[src/rmj_dly.sv]
// Delay line carrying a valid bit and sideband alongside a pipelined unit.
module rmj_dly #(
    parameter int DW    = 8,
    parameter int DEPTH = 3
) (
    input  logic          clk,
    input  logic          rst_n,
    input  logic          in_valid,
    input  logic [DW-1:0] in_data,
    output logic          out_valid,
    output logic [DW-1:0] out_data
);

    logic [DEPTH-1:0] vld_reg;
    logic [DEPTH-1:0] vld_next;
    logic [DW-1:0]    dat_reg [DEPTH];

    assign vld_next = (vld_reg << 1) | DEPTH'(in_valid);

    always_ff @(posedge clk or negedge rst_n)
    begin
        if (!rst_n)
        begin
            vld_reg <= '0;
        end
        else
        begin
            vld_reg <= vld_next;
        end
    end

    always_ff @(posedge clk)
    begin
        dat_reg[0] <= in_data;
        for (int k = 1; k < DEPTH; k++)
        begin
            dat_reg[k] <= dat_reg[k-1];
        end
    end

    assign out_valid = vld_reg[DEPTH-1];
    assign out_data  = dat_reg[DEPTH-1];

endmodule

[config.mk]
export PLATFORM = sky130hd
export DESIGN_NAME = rmj_dly
export DESIGN_NICKNAME = d
export VERILOG_FILES = /design/src/rmj_dly.sv
export SDC_FILE = /design/constraint.sdc
export NUM_CORES = 1
export LEC_CHECK = 0
export CAP_MARGIN = 10
export CORE_AREA = 8 8 45 47
export CTS_BUF_LIST = sky130_fd_sc_hd__clkbuf_8
export DETAILED_ROUTE_END_ITERATION = 8
export DIE_AREA = 0 0 53 55
export DONT_BUFFER_PORTS = 1
export PLACE_DENSITY = 0.74
export SETUP_SLACK_MARGIN = 0.15
export SLEW_MARGIN = 20
export SYNTH_ARGS = -nofsm -noshare
export SYNTH_HDL_FRONTEND = slang
export SYNTH_SLANG_ARGS = --single-unit
[constraint.sdc]
create_clock -name clk -period 0.8 [get_ports clk]
set_input_delay 0.12 -clock clk [delete_from_list [all_inputs] [get_ports clk]]
set_output_delay 0.12 -clock clk [all_outputs]
set_load 0.005 [all_outputs]
After elaboration in Yosys (flattened, before gate mapping)
Memory sizes are Yosys's and may differ from the RTL's.
Cells that the tools add are included.
{ "word_totals": {"register_bits": 3, "mem_bits_rw": 24, "out_inout_bits": 9, "memories": 1, "input_bits": 11} }
{ "op_classes": {"bitwise_logic": 1} }
{ "memory_table": {"columns": ["memory", "depth", "width", "read_ports", "rd_ports_with_merged_regs", "wr", "line", "rtl"], "rows": [
  ["dat_reg", 3, 8, 3, 0, 3, "16", "logic [DW-1:0] dat_reg [DEPTH];"]
]} }
{ "op_table": {"columns": ["operator", "count"], "rows": [
  ["3-bit by 1-bit bitwise OR with 3-bit output", 1]
]} }

Logic depth before layout (Yosys ltp)
{ "depth": {"word_depth": 1, "mapped_depth": 1, "mapped_depth_nobuf": 0} }

Worst setup path after synthesis
No wires, ideal clock.
{ "synth_timing": {"kind": "register to output", "start": "mem dat_reg[2][0] (netlist: dat_reg[0][16])", "end": "out out_data[0]", "slack_ns": 0.287, "required_ns": 0.680, "arrival_ns": 0.393, "path_stages_with_launch": 2, "cell_sequence": "dfxtp_1 buf_4"} }
{ "synth_lines": {"columns": ["element", "line", "rtl"], "rows": [
  ["start: declaration", "16", null],
  ["end: declaration", "11", "output logic [DW-1:0] out_data"]
]} }

Final worst setup path
{ "layout_timing": {"start": "reg vld_reg[2]", "end": "out out_valid"} }
{ "layout_lines": {"columns": ["element", "line", "rtl"], "rows": [
  ["start: declaration", "14", "logic [DEPTH-1:0] vld_reg;"],
  ["start signal: assignment", "28", "vld_reg <= vld_next;"],
  ["end: declaration", "10", "output logic out_valid,"]
]} }
No word-level cell between the ends.

==> impl_metrics.yaml <==
status:
  run_status: "finished clean"
routing:
  dr_total_vias: 197
  postRouteAntennaNets: 0
  dr_wl_met2_um: 239
  vias_per_cell: 3.456
  drtIter0Drc: 2
  highest_layer: "met3"
  drc: 0
  dr.pass1.iters: 2
  drt-total-wl_um: 606
  met3_length_um: 81
  wire_per_inst_um: 10.63
  wl_met1_um: 284
setup_path:
  cp-start-kind: "register"
  crit_arrival_ns: 0.64
  crit_required_ns: 0.68
  criticalPathCategory: "reg -> out"
  cp_max_fo: 1
  critical_path_depth: 0
  end_kind: "output port"
  worstRegToRegCells: 0
synth:
  synth_edf_count: 0
  synth_xor_area_share_pct: 0
  ys_seq_elements: 27
  synthAdderAreaFrac_pct: 0
  synth_flop_cell: "dfxtp_1"
  synthMuxAreaShare_pct: 0
  yosysWarnings: 0
  synth_compound_area_share_pct: 0
  syn_avg_cell_area_um2: 17.59
  synth_area_leader_cell: "dfxtp_1"
  syn_area_um2: 615.6
  syn_nets: 46
  synth.area.top_cells: "dfxtp_1 78%, dfrtp_1 12%, buf_4 9.8%"
  async_flop_share_pct: 11.11
  yosysMostFrequentCell: "dfxtp_1"
  yosys.area_share.simple_pct: 0
  yosysSeqAreaShare_pct: 90.24
  synthTopCellsByCount: "24 x dfxtp_1, 8 x buf_4, 3 x dfrtp_1"
  synth_top_family_by_area: "buffers and inverters"
  synthesis.instances: 35
  synth_top_area_share_pct: 78.05
  yosysUniqueCellTypes: 3
finish:
  nFillCells: 122
  antenna_cells: 0
  drive_gt1_share_pct: 29.27
  area_growth_pct: 18.90
  largest_register_ffs: 24
  multiInputGateArea_um2: 0
  seqCellArea_um2: 565.5
  multi_input_cells: 0
  nNetsFinal: 53
  fin_util_pct: 52.89
power_and_ir_drop:
  p_per_area_mw_per_mm2: 2992
  p_leak_nw: 0.3048
  vdd_ir_drop_max_mv: 1.194
  finalPower_mw: 2.190
sta:
  finalCritPeriodShare_pct: 94.72
  tightest_slew_ns: 0.1505
  fmax_mhz: 1320
  setup_tns_ns: 0
  hold_violations: 0
  grt_setup_unrepaired: "yes"
  slew_violations: 0
  finalCriticalPeriod_ns: 0.7578
  relSlewSlack_pct: 89.93
  setup_violations: 0
  skew_ns: 0.001258
die:
  start_util_pct: 44.48
  coreArea_mm2: 0.001384
  io_pins: 20
  die_area_mm2: 0.002915
  fp-row-count: 14
  chipWidth_um: 53
  die_h_um: 55
clocking:
  h-tree-depth: 1
  cts.sinks: 27
  cts_tree: "built"
  cts_setup_buffers: 0
  clockBufferDepth: 2
  cts_made_buffers: 3
  clk_pin_slew_ns: 0.08
  cts_root_buffer: "clkbuf_8"
  clkLatencyLatePin_ns: 0.26
global_route:
  grt_first_pass_wirelength_um: 855
  antenna_found_initial: 0
  grt_max_degree: 16
  grt_overflow_total: 0
  grt_pass1_vias: 203
  track_usage_pct: 4.261
run:
  maxCapViolations: 0
place:
  gp_congestion: 0.5791
  numPortBuffers: 0
hold_path:
  hold_class: "in -> async"
-- through the flow --
stage	setup slack [ns]	hold WS [ns]	instances	area [um^2]
finish	0.04223	0.1068	57	732.0
global route	0.01534	0.09677	57	732.0
CTS	0.02737	0.1040	57	732.0
detailed placement	0.3199	-0.1755	43	575.6
global placement	0.3207	-0.1755	43	575.6
floorplan	0.2873	-0.1756	35	615.6
-- repair_timing --
action                                  in CTS  in global routing
hold endpoints to repair                    12                  0
endpoints found under the setup margin       9                  9
gates cloned                                 0                  0
pin swaps                                    0                  0
gates resized for setup                      8                  0
hold buffers                                10                  0
-- metal layers --
layer	up-vias	GRT usage (%)
li1	110	-
met1	75	5.512
met2	12	3.906
met3	0	2.674
met4	0	5.172
met5	-	0
-- worst paths after layout --
path | slack, ns | endpoint | startpoint
setup / recovery | 0.04 | out_valid | vld_reg[2]$_DFF_PN0_
hold / removal | 0.11 | vld_reg[0]$_DFF_PN0_ | rst_n
setup reg to reg | 0.33 | vld_reg[1]$_DFF_PN0_ | vld_reg[0]$_DFF_PN0_
hold reg to reg | 0.33 | dat_reg[0][23]$_DFF_P_ | dat_reg[0][15]$_DFF_P_
max in group asynchronous | 0.55 | vld_reg[2]$_DFF_PN0_ | rst_n
min in group clk | 0.33 | dat_reg[0][23]$_DFF_P_ | dat_reg[0][15]$_DFF_P_
-- cells by family after synthesis --
group                  after synthesis
flip-flops                          27
buffers and inverters                8
-- power by group --
part           internal (mW)  total (mW)  leakage (nW)  switching, mW
logic                 0.0322      0.0396        0.0418        0.00744
registers               1.42        1.44         0.238         0.0201
clock network          0.347       0.710        0.0255          0.363
total                   1.80        2.19         0.305          0.390
-- layout make-up --
class	instances	area share, %
tap	16	2.735
clock inverter	1	0.6838
timing repair buffer	10	13.68
sequential	27	77.26
clock buffer	3	5.641
-- cells in the final DEF (no fill, tap or decap) --
cell type      Yosys  layout
dfxtp_1           24      16
dlygate4sd3_1      0      10
dfxtp_2            0       8
clkbuf_8           0       3
dfrtp_1            3       3
clkinv_2           0       1
No activity file was read; power rests on OpenSTA's default activity.
