## config.mk

```make
export PLATFORM = sky130hd
export DESIGN_NAME = rmj_sqrt
export DESIGN_NICKNAME = d
export VERILOG_FILES = /design/src/rmj_sqrt.sv
export SDC_FILE = /design/constraint.sdc
export NUM_CORES = 2
export LEC_CHECK = 0
export BUFFER_PORTS_ARGS = -buffer_cell sky130_fd_sc_hd__buf_2
export CAP_MARGIN = 20
export CORE_AREA = 2 2 500 502
export DETAILED_ROUTE_END_ITERATION = 8
export DIE_AREA = 0 0 502 504
export PLACE_DENSITY = 0.63
export RECOVER_POWER = 50
export SLEW_MARGIN = 40
export SYNTH_ARGS = -nofsm -noshare
export SYNTH_HDL_FRONTEND = slang
export SYNTH_MEMORY_MAX_BITS = 65536
export SYNTH_SLANG_ARGS = --single-unit
```

## constraint.sdc

```tcl
create_clock -name clk -period 9.3 [get_ports clk]
set_clock_uncertainty 0.15 [all_clocks]
set_input_delay 0 -clock clk [delete_from_list [all_inputs] [get_ports clk]]
set_output_delay 0 -clock clk [all_outputs]
set_load 0.05 [all_outputs]
```

## src/rmj_sqrt.sv

```systemverilog
// Pipelined integer square root, one root bit per stage.
module rmj_sqrt #(
    parameter int XW = 66
) (
    input  logic             clk,
    input  logic [XW-1:0]    x,
    output logic [XW/2-1:0]  root
);

    localparam int RW = XW / 2;

    logic [RW+1:0] cur_rem  [RW];
    logic [RW-1:0] cur_root [RW];
    logic [XW-1:0] cur_xs   [RW];
    logic [RW+3:0] t        [RW];
    logic [RW+3:0] trial    [RW];
    logic          ge       [RW];
    logic [RW+1:0] rem_next [RW];
    logic [RW-1:0] root_next[RW];

    logic [RW+1:0] rem_reg  [RW];
    logic [RW-1:0] root_reg [RW];
    logic [XW-1:0] xs_reg   [RW];

    always_comb
    begin
        for (int k = 0; k < RW; k++)
        begin
            if (k == 0)
            begin
                cur_rem[k]  = '0;
                cur_root[k] = '0;
                cur_xs[k]   = x;
            end
            else
            begin
                cur_rem[k]  = rem_reg[k-1];
                cur_root[k] = root_reg[k-1];
                cur_xs[k]   = xs_reg[k-1];
            end
            t[k]         = {cur_rem[k], cur_xs[k][XW-1:XW-2]};
            trial[k]     = (RW+4)'({cur_root[k], 2'b01});
            ge[k]        = t[k] >= trial[k];
            rem_next[k]  = ge[k] ? (RW+2)'(t[k] - trial[k]) : (RW+2)'(t[k]);
            root_next[k] = {cur_root[k][RW-2:0], ge[k]};
        end
    end

    always_ff @(posedge clk)
    begin
        for (int k = 0; k < RW; k++)
        begin
            rem_reg[k]  <= rem_next[k];
            root_reg[k] <= root_next[k];
            xs_reg[k]   <= cur_xs[k] << 2;
        end
    end

    assign root = root_reg[RW-1];

endmodule

```

### Word level (Yosys, flattened, before mapping)

Memory sizes are Yosys's and may differ from the RTL's.
Index checks and enable logic that the tools add are counted.

| storage, ports and cells | value |
|---|---|
| memories | 3 |
| register bits after elaboration | 0 |
| logic and storage cells | 102 |
| ROM bits | 0 |
| bits in latches | 0 |
| RAM bits | 4356 |
| output and inout bits | 33 |

| operators by class | value |
|---|---|
| bitwise gates (word level) | 0 |
| muxes and demuxes | 33 |
| multipliers | 0 |
| reduce and logical (&&, ||, !) cells | 0 |
| shift-type cells | 0 |
| div/mod/pow operators | 0 |
| order comparisons | 33 |
| add/sub/neg operators | 33 |
| equal/unequal tests | 0 |

Memories:

| memory | words | bits a word | read ports | clocked after memory_dff | wr ports | RTL line | source |
|---|---|---|---|---|---|---|---|
| xs_reg | 33 | 64 | 32 | 0 | 33 | 23 | `logic [XW-1:0] xs_reg [RW];` |
| rem_reg | 33 | 35 | 32 | 0 | 33 | 21 | `logic [RW+1:0] rem_reg [RW];` |
| root_reg | 33 | 33 | 33 | 0 | 33 | 22 | `logic [RW-1:0] root_reg [RW];` |

Operators by type and width:

| cell | number |
|---|---|
| $ge A37 B35 Y1 | 32 |
| $mux W35 | 33 |
| $sub A35 B35 Y35 | 32 |
| $sub A2 B1 Y3 const B | 1 |
| $ge A2 B1 Y1 const B | 1 |

### Logic depth before layout (Yosys ltp)

An unclocked memory read counts as a cell.

| depth | value |
|---|---|
| depth after elaboration | 3 |
| depth in mapped cells | 15 |
| depth with buffers taken out | 12 |

### Least setup slack after synthesis

OpenSTA, ideal clock, no wires.

| timing path | value |
|---|---|
| path type | register to register |
| from | mem root_reg[0][510] (netlist name) |
| to | mem rem_reg[0][568] (netlist name) |
| clock period less this slack | 3601 ps |
| library setup time | 123 ps |
| slack | 5699 ps |
| arrival | 3328 ps |
| buffers on the path | 2 |
| data required time | 9027 ps |
| cell stages (with the launch flop) | 12 |
| cell sequence | dfxtp_1 -> inv_1 -> ha_1 -> or4_4 -> or4_1 -> or4_1 -> nor4b_2 -> nand4_1 -> or4_1 -> clkbuf_1 -> buf_2 -> mux2_1 |

RTL lines:

| what | RTL line |
|---|---|
| start, declared | 22 |
| end, declared | 21 |

==> qor.csv <==
stage,metric,value,unit
cells_and_area,final_common_cell,dfxtp_1,
route,postRouteAntennaNets,0,
logic_synthesis,synthCells,9753,
power_and_ir_drop,p_leak,53.1,nW
floorplan,coreArea,0.248,mm2
setup_path,crit_required,9.96,ns
logic_synthesis,yosys_warnings,0,
logic_synthesis,yosysSeqAreaShare,54.5,%
route,drc,0,
place,port_buffers,99,
timing,rsz0062_at_grt,no,
floorplan,start_util,39.8,%
logic_synthesis,synthesis.nets,10400,
logic_synthesis,synth_area,0.0986,mm2
power_and_ir_drop,vdd_drop_max,214,uV
cts,cts_root_buffer,clkbuf_16,
run,drv_cap,0,
logic_synthesis,async_flop_share,0,%
setup_path,r2r-start,root_reg[0][510],
floorplan,num_io_pins,100,
timing,drv_slew,0,
route,vias,67700,
setup_path,crit_path_end_kind,flip-flop,
global_route,grt_overflow,0,
cts,clk_latency,0.94,ns
cts,cts_made_buffers,295,
setup_path,rr_worst_depth,11,
place,hpwlAfterDp,163000,um
cts,ctsHtreeMaxLevel,5,
cells_and_area,fillerInstances,22700,
cells_and_area,nets,10800,
power_and_ir_drop,cellPowerDensity,273,mW/mm2
cells_and_area,largest_register_ffs,1067,
cells_and_area,area_growth,15.8,%
timing,period_needed,4.43,ns
route,firstDrtPassIters,6,
hold_path,hp-class,in2reg,
global_route,grt_pass1_vias,66600,
route,drtIter0Drc,3957,
timing,fmax,226,MHz
setup_path,path_max_fanout,33,
floorplan,die_x,502,um
floorplan,die-area,0.253,mm2
cts,clockBufferDepth,4,
global_route,grt_max_degree,60,
cells_and_area,fin_util,46.1,%
timing,setup_viol,0,
place,place_congestion,0.888,
timing,relSlewSlack,35.7,%
logic_synthesis,synth_edf_count,0,
timing,tns,0,ns
floorplan,die_h,504,um
route,wirelength,218000,um
hold_path,worstHoldStart,x[45],
cells_and_area,drive_gt1_share,7.12,%
hold_path,whs_path_depth,3,
route,viasPerCell,4.96,
timing,worstMarginPinSlew,0.956,ns
logic_synthesis,synthFlopType,dfxtp_1,
cts,cts_tree,done,
floorplan,rows,183,
cells_and_area,final_cells,13700,
logic_synthesis,ys_ff_latch,2684,
setup_path,worstSetupStartpointType,flip-flop,
global_route,antenna_found_initial,4,
logic_synthesis,synthDistinctLibCells,91,
hold_path,hold_end,xs_reg[0][45],
timing,hold_violations,0,
cts,cts_resized,0,
global_route,grt_pass1_wl,350000,um
setup_path,criticalPathCategory,reg2reg,
setup_path,worstPathArrival,5.09,ns
cts,cts.sinks,2684,
setup_path,r2r-end,rem_reg[0][585],
setup_path,regToRegSetupSlack,4.87,ns
cells_and_area,final_cell_mix,"2684 x dfxtp_1, 738 x inv_1, 690 x nand2_1",
run_status,status,"complete, no violations",
cts,clk_transition_reported_paths,0.06,ns
power_and_ir_drop,p_total,31.1,mW
place,dpl.cell_count,13000,
route,avgRoutedWirePerCell,15.9,um
global_route,track_usage,16.8,%
logic_synthesis,syn_area_per_cell,10.1,um2
timing,fin_crit_sh,47.7,%
## cells in the mapped netlist, types with 183 or more instances
cell / count / area share [%]
a21o_1: 267 / 2.0
a21oi_1: 579 / 2.9
clkbuf_1: 183 / 0.70
dfxtp_1: 2684 / 55
ha_1: 596 / 7.6
inv_1: 738 / 2.8
nand2_1: 690 / 2.6
nor2_1: 585 / 2.2
nor3_1: 246 / 1.2
o21ai_0: 413 / 2.1
xnor2_1: 439 / 3.9
xor2_1: 451 / 4.0
## worst max-delay path, cell delays in order, from the launching register on
cell and delay [ns]:
dfxtp_1 0.33, inv_1 0.05, ha_1 0.20, or4_4 0.44, or4_1 0.52, or4_1 0.49, nor4b_2 0.42, nand4_1 0.12
or4_2 0.90, a21boi_1 0.36, nand3b_1 0.19, xnor2_1 0.13
## metrics by stage
stage | worst slack, ns | hold slack (ns) | instance area (um2)
final | 4.87 | 0.0814 | 114000
after detailed placement | 4.96 | -0.0464 | 103000
after floorplan | 5.70 | -0.122 | 98600
after CTS | 4.87 | 0.000150 | 114000
after global routing | 4.66 | 0.0457 | 114000
after global placement | 4.93 | -0.0473 | 103000
## per-layer routing
layer / global-route usage [%] / vias to the layer above / wire [um]
met5: 0 / - / 52
met4: 6.26 / 4 / 7500
met3: 2.54 / 476 / 8750
met2: 28.0 / 1454 / 101000
met1: 21.8 / 31600 / 100000
li1: - / 34200 / -
## cell type report
| class | count | area (um2) | area share (%) |
|---|---|---|---|
| timing repair buffer | 269 | 2140 | 1.87 |
| antenna | 1 | 2.50 | 0.00219 |
| inverter | 752 | 2820 | 2.47 |
| clock buffer | 384 | 8300 | 7.27 |
| sequential | 2684 | 53700 | 47.1 |
| clock inverter | 122 | 1500 | 1.32 |
| multi-input combinational | 6117 | 41500 | 36.3 |
| tap | 3330 | 4170 | 3.65 |
## report_power, final
group          switching [mW]  leakage (nW)  internal [mW]  total (mW)
registers                1.49          22.5           13.3        14.8
clock network            4.51          4.83           7.07        11.6
logic                    2.63          25.8           2.07        4.70
total                    8.64          53.1           22.5        31.1
## cells by family (layout without fill, tap and decap cells)
logic type / Yosys count / in the layout / share of synthesized area, %
XOR/XNOR: 890 / 890 / 7.91
multiplexers: 82 / 82 / 0.916
adder cells (fa/ha/maj): 596 / 596 / 7.56
AO/OA/AOI/OAI: 1970 / 1970 / 12.5
other: 1 / 2 / 0.00380
buffers and inverters: 952 / 1527 / 3.63
flip-flops: 2684 / 2684 / 54.5
AND/OR/NAND/NOR: 2578 / 2578 / 13.0
## repair_timing
action / 4_1_cts / 5_1_grt
endpoints found under the hold margin: 67 / 0
hold buffers: 146 / 0
setup buffers: 0 / 0
## worst max path at each step
stage / startpoint / end / slack [ns]
after floorplan: root_reg[0][510] / rem_reg[0][568] / 5.70
after global routing: root_reg[0][510] / rem_reg[0][591] / 4.66
final: root_reg[0][510] / rem_reg[0][585] / 4.87
after detailed placement: root_reg[0][510] / rem_reg[0][591] / 4.96
after CTS: root_reg[0][510] / rem_reg[0][594] / 4.87
after global placement: root_reg[0][510] / rem_reg[0][580] / 4.93
Power figures use the tool's default switching activity.
