`config.mk`:
```
export PLATFORM = sky130hd
export DESIGN_NAME = rmj_mul
export DESIGN_NICKNAME = d
export VERILOG_FILES = /design/src/rmj_pkg.sv /design/src/rmj_mul.sv
export SDC_FILE = /design/constraint.sdc
export NUM_CORES = 2
export LEC_CHECK = 0
export ABC_CLOCK_PERIOD_IN_PS = 10500
export BUFFER_PORTS_ARGS = -buffer_cell sky130_fd_sc_hd__clkbuf_2
export CAP_MARGIN = 25
export CORE_ASPECT_RATIO = 0.5
export CORE_UTILIZATION = 42
export DETAILED_ROUTE_END_ITERATION = 8
export PLACE_DENSITY = 0.69
export SYNTH_ARGS = -nofsm -noshare
export SYNTH_HDL_FRONTEND = slang
export SYNTH_SLANG_ARGS = --single-unit
```
`constraint.sdc`:
```
create_clock -name clk -period 10.5 [get_ports clk]
set_input_delay 1.05 -clock clk [delete_from_list [all_inputs] [get_ports clk]]
set_output_delay 1.05 -clock clk [all_outputs]
set_load 0.05 [all_outputs]
```
`src/rmj_pkg.sv`:
```
// Shared types, widths and the saturating pack function for the radar Jacobian core.
package rmj_pkg;

    localparam int WORD_W    = 32;
    localparam int FRAC_BITS = 16;
    localparam int CFG_W     = 32;
    localparam int MUL_CHUNK = 32;
    localparam int MUL_LAT   = 3;
    localparam int SQ_W      = 2 * WORD_W;
    localparam int SUM_W     = 2 * WORD_W + 1;
    localparam int QUO_W     = 2 * WORD_W + 1;
    localparam int MAG_W     = QUO_W;

    localparam logic [MAG_W-1:0] LIM_NEG = MAG_W'(1) << (WORD_W - 1);
    localparam logic [MAG_W-1:0] LIM_POS = LIM_NEG - MAG_W'(1);

    typedef struct packed {
        logic signed [WORD_W-1:0] pos_x;
        logic signed [WORD_W-1:0] pos_y;
        logic signed [WORD_W-1:0] vel_x;
        logic signed [WORD_W-1:0] vel_y;
    } target_t;

    typedef struct packed {
        logic signed [WORD_W-1:0] range_dpx;
        logic signed [WORD_W-1:0] range_dpy;
        logic signed [WORD_W-1:0] bearing_dpx;
        logic signed [WORD_W-1:0] bearing_dpy;
        logic signed [WORD_W-1:0] rate_dpx;
        logic signed [WORD_W-1:0] rate_dpy;
        logic                     div_zero;
    } jacobian_t;

    typedef struct packed {
        logic [WORD_W-1:0] p;
        logic [WORD_W-1:0] q;
        logic              pn;
        logic              qn;
        logic              un;
        logic              vn;
    } side1_t;

    typedef struct packed {
        logic [SUM_W-1:0]  s;
        logic [SQ_W-1:0]   p2;
        logic [SQ_W-1:0]   q2;
        logic [WORD_W-1:0] p;
        logic [WORD_W-1:0] q;
        logic              pn;
        logic              qn;
        logic              ds;
        logic              dz;
    } side2_t;

    typedef struct packed {
        logic pn;
        logic qn;
        logic ds;
        logic dz;
    } side4_t;

    typedef struct packed {
        logic [WORD_W-1:0] out2;
        logic [WORD_W-1:0] out3;
        logic              pn;
        logic              qn;
        logic              ds;
        logic              dz;
        logic              ovf0;
        logic              ovf1;
        logic              ovf4;
        logic              ovf5;
    } side5_t;

    // Clamp a magnitude to the signed word range, then apply the sign.
    function automatic logic [WORD_W-1:0] sat_pack(
        input logic [MAG_W-1:0] mag,
        input logic             over,
        input logic             neg
    );
        logic [MAG_W-1:0]  lim;
        logic [WORD_W-1:0] v;
        lim = neg ? LIM_NEG : LIM_POS;
        v   = (over || (mag > lim)) ? lim[WORD_W-1:0] : mag[WORD_W-1:0];
        return neg ? (~v + WORD_W'(1)) : v;
    endfunction

endpackage

```
`src/rmj_mul.sv`:
```
// Three-stage unsigned multiplier built from 32x32 partial products.
module rmj_mul #(
    parameter int AW = 32,
    parameter int BW = 32
) (
    input  logic            clk,
    input  logic [AW-1:0]   a,
    input  logic [BW-1:0]   b,
    output logic [AW+BW-1:0] p
);

    localparam int CW = rmj_pkg::MUL_CHUNK;
    localparam int NA = (AW + CW - 1) / CW;
    localparam int NB = (BW + CW - 1) / CW;
    localparam int PW = AW + BW;

    logic [NA*CW-1:0] a_pad;
    logic [NB*CW-1:0] b_pad;
    logic [2*CW-1:0]  pp_next [NA][NB];
    logic [2*CW-1:0]  pp_reg  [NA][NB];
    logic [PW-1:0]    row_next [NB];
    logic [PW-1:0]    row_reg  [NB];
    logic [PW-1:0]    p_next;
    logic [PW-1:0]    p_reg;

    assign a_pad = (NA*CW)'(a);
    assign b_pad = (NB*CW)'(b);

    always_comb
    begin
        for (int i = 0; i < NA; i++)
        begin
            for (int j = 0; j < NB; j++)
            begin
                pp_next[i][j] = a_pad[i*CW +: CW] * b_pad[j*CW +: CW];
            end
        end
    end

    // sums are exact modulo 2^PW, which the full product fits
    always_comb
    begin
        for (int j = 0; j < NB; j++)
        begin
            row_next[j] = '0;
            for (int i = 0; i < NA; i++)
            begin
                row_next[j] = row_next[j] + (PW'(pp_reg[i][j]) << (CW * i));
            end
        end
    end

    always_comb
    begin
        p_next = '0;
        for (int j = 0; j < NB; j++)
        begin
            p_next = p_next + (row_reg[j] << (CW * j));
        end
    end

    always_ff @(posedge clk)
    begin
        pp_reg  <= pp_next;
        row_reg <= row_next;
        p_reg   <= p_next;
    end

    assign p = p_reg;

endmodule

```
Word-level counts from Yosys, hierarchy flattened
Index checks and enable logic that the tools add are counted.
{"block": "classes", "n_mul": 1}
{"op": "32-bit by 32-bit multiplier with 64-bit output", "count": 1}
{"block": "totals", "wordCells": 4, "regBits": 192, "out_inout_bits": 64, "inputBits": 65}

Longest topological paths before layout
{"block": "depth", "depth_word": 1, "mapped_depth": 29, "depth_no_buf": 27}

Worst setup path before layout
OpenSTA, ideal clock, no wires.
{"block": "synth_path", "path_kind": "input to register", "startpoint": "input port a[16]", "endpoint": "register pp_reg[63] (netlist name)", "required_ns": 10.428, "cell_stages": 24, "arrival_ns": 7.658, "slack_ns": 2.770, "setup_ns": 0.072, "n_path_buf": 1, "cell_sequence": "clkbuf_1 -> and2_1 -> fa_1 -> inv_1 -> fa_1 -> fa_1 -> fa_1 -> inv_1 -> fa_1 -> inv_1 -> fa_1 -> inv_1 -> fa_1 -> fa_1 -> ha_1 -> a21o_1 -> a31oi_1 -> o211ai_1 -> nor4b_1 -> o21ai_1 -> a21boi_1 -> o21ai_1 -> a221oi_1 -> xnor2_1"}
{"element": "from (decl)", "line": "rmj_mul.sv:7", "source": "input logic [AW-1:0] a,"}
{"element": "to (signal assigned)", "line": "rmj_mul.sv:64", "source": "pp_reg <= pp_next;"}
{"element": "to (decl)", "line": "rmj_mul.sv:20", "source": "logic [2*CW-1:0] pp_reg [NA][NB];"}

==> results.cfg <==
[setup_path]
crit_chain = clkbuf_2 > and2_1 > fa_1 > fa_1 > fa_1 > inv_1 > fa_1 > inv_1 > fa_1 > inv_1 > fa_1 > inv_1 > fa_1 > fa_1 > ha_1 > a21o_1 > a31oi_1 > o211ai_1 > nor4b_1 > o21ai_1 > a21boi_1 > o21ai_1 > a221oi_1 > xnor2_1
required_ns = 10.92
cpPeakStageDelay_ns = 0.77
cp_max_fo = 32
cp.arrival_ns = 9.47
crit_path_end_kind = flop
crit_top_cell = fa_1
critPathLaunchType = input port
crit_family = adder cells
path_buf_inv = 5
critPathKind = in2reg
crit_slowest_cell = nor4b_1

[cts]
clockBufferDepth = 3
clkLatencyLatePin_ns = 0.49
htreeDepth = 4
cts_hold_buf = 0
clkSinkCount = 192
cts_buffers = 25
cts_resized = 0
clk_pin_slew_ns = 0.06
cts_root_buffer = clkbuf_16
cts_setup_buffers = 0
cts_tree = done

[route]
dr.pass1.iters = 6
vias = 25900
drtIter0Drc = 1866
wl_per_cell_um = 19.8
drc = 0
viasPerCell = 5.17
wirelength_um = 99400
drtAntennaViolNets = 0

[sta]
fmax_mhz = 111
hold_viol_final = 0
tns_ns = 0
timing.final.crit_share_pct = 86.2
fin_crit_ns = 9.05
skew_ns = 0.0146
worst-slew-pin-transition_ns = 1.04
relSlewSlack_pct = 30.3
setup_viol = 0
grt_setup_unrepaired = no
drv_slew = 0

[logic_synthesis]
syn_nets = 5095
synth_area_leaders = fa_1, dfxtp_1, and2_1, ha_1, inv_1
synthSimpleGateAreaFrac_pct = 16.3
ys_types = 64
ys_seq_area_share_pct = 10.4
synth_compound_area_share_pct = 3.77
synth.area.mux_share_pct = 0.0270
synth_fa_ha_area_share_pct = 57.2
synth_seq_cells = 192
synth_area_mm2 = 0.0371
synth_xor_area_share_pct = 1.42
yosysTopAreaCell = fa_1
yosys-top-cells-count = fa_1, inv_1, and2_1, nand2_1, ha_1
yosys_most_used_dff = dfxtp_1
yosysMostFrequentCell = fa_1
synth_edf_count = 0
synthCells = 3871
synth_async_sr_flop_share_pct = 0
yosysWarningCount = 0
synth_top_family_by_area = adder cells
synth.avg_cell_area_um2 = 9.59
yosysTopAreaCellShare_pct = 48.3

[place]
dp_hpwl_um = 78700
place_congestion = 0.970
port_buffers = 128

[job]
max_cap_viol_count = 0

[global_routing]
grt_pass1_vias = 28300
grt_pass1_wl_um = 158000
groute.usage.overall_pct = 22.9
overflow = 0
antenna_found_initial = 3
grt_max_degree = 33

[worst_hold_path]
worstHoldPathType = reg2reg

[final_layout]
utilization_pct = 45.3
area_growth_pct = 5.95
final_net_count = 5061
drive_gt1_share_pct = 5.23
n_fill_cell = 8217

[floorplan]
pin_count = 129
die-area_mm2 = 0.0897
num_rows = 76
core_area_mm2 = 0.0868
start_util_pct = 42.8
die_w_um = 422
die_h_um = 212

[status]
status = completed
## layout make-up
cell class / instances / area (um2) / share of cell area [%]
diodes: 2 / 5.00 / 0.0127
repair buffers: 153 / 828 / 2.11
clock inverters: 4 / 47.5 / 0.121
multi-input cells: 2600 / 29200 / 74.3
flip-flops and latches: 192 / 3840 / 9.77
inverters: 865 / 3250 / 8.25
clock buffers: 29 / 671 / 1.70
well taps: 1170 / 1460 / 3.72
## logic make-up (layout without fill, tap and decap cells)
kind of cell | Yosys count | count (layout)
and+or+nand+nor | 1169 | 1169
adders and majority gates | 1159 | 1159
buffers and inverters | 1079 | 1051
AOI/OAI and AO/OA | 211 | 211
DFF | 192 | 192
xor gates and xnor gates | 60 | 60
muxes | 1 | 1
other | 0 | 2
## worst paths after layout
| kind | from | end | slack (ns) | depth (start not counted) |
|---|---|---|---|---|
| max reg2reg | pp_reg[50] | row_reg[50] | 10.05 | 0 |
| min | row_reg[8] | p[8] | 0.31 | 0 |
| min reg2reg | row_reg[8] | p[8] | 0.31 | 0 |
| max | a[13] | pp_reg[63] | 1.45 | 24 |
## layout by cell type, fill, tap and decap left out, types with 7 or more instances in the layout
cell	count
a21o_1	35
a21oi_1	64
a31oi_1	13
and2_1	604
and3_1	10
buf_4	25
clkbuf_16	25
clkbuf_2	128
dfxtp_1	192
fa_1	896
ha_1	263
inv_1	865
nand2_1	473
nand3_1	18
nand4_1	11
nor2_1	26
o21ai_0	30
o21ai_1	7
o21bai_1	11
xnor2_1	44
xor2_1	16
## stage by stage
stage	instance area (um2)	setup WS, ns	instances	hold slack [ns]
after floorplan	37100	2.77	3871	0.310
after global placement	38600	1.33	4980	0.311
after detailed placement	38600	1.18	4980	0.312
after CTS	39300	1.66	5013	0.312
after global routing	39300	1.23	5014	0.319
final	39300	1.45	5015	0.311
## metal layers
| layer | vias to the layer above | GRT usage [%] | routed length, um |
|---|---|---|---|
| met5 | - | 0 | 0 |
| met3 | 250 | 3.34 | 6020 |
| li1 | 11100 | - | - |
| met1 | 13600 | 27.6 | 38200 |
| met2 | 912 | 40.2 | 49600 |
| met4 | 0 | 11.4 | 5630 |
Power is left out: the tool's default activity adds up to more than one toggle a clock period on the data nets, which glitch-free logic cannot reach.
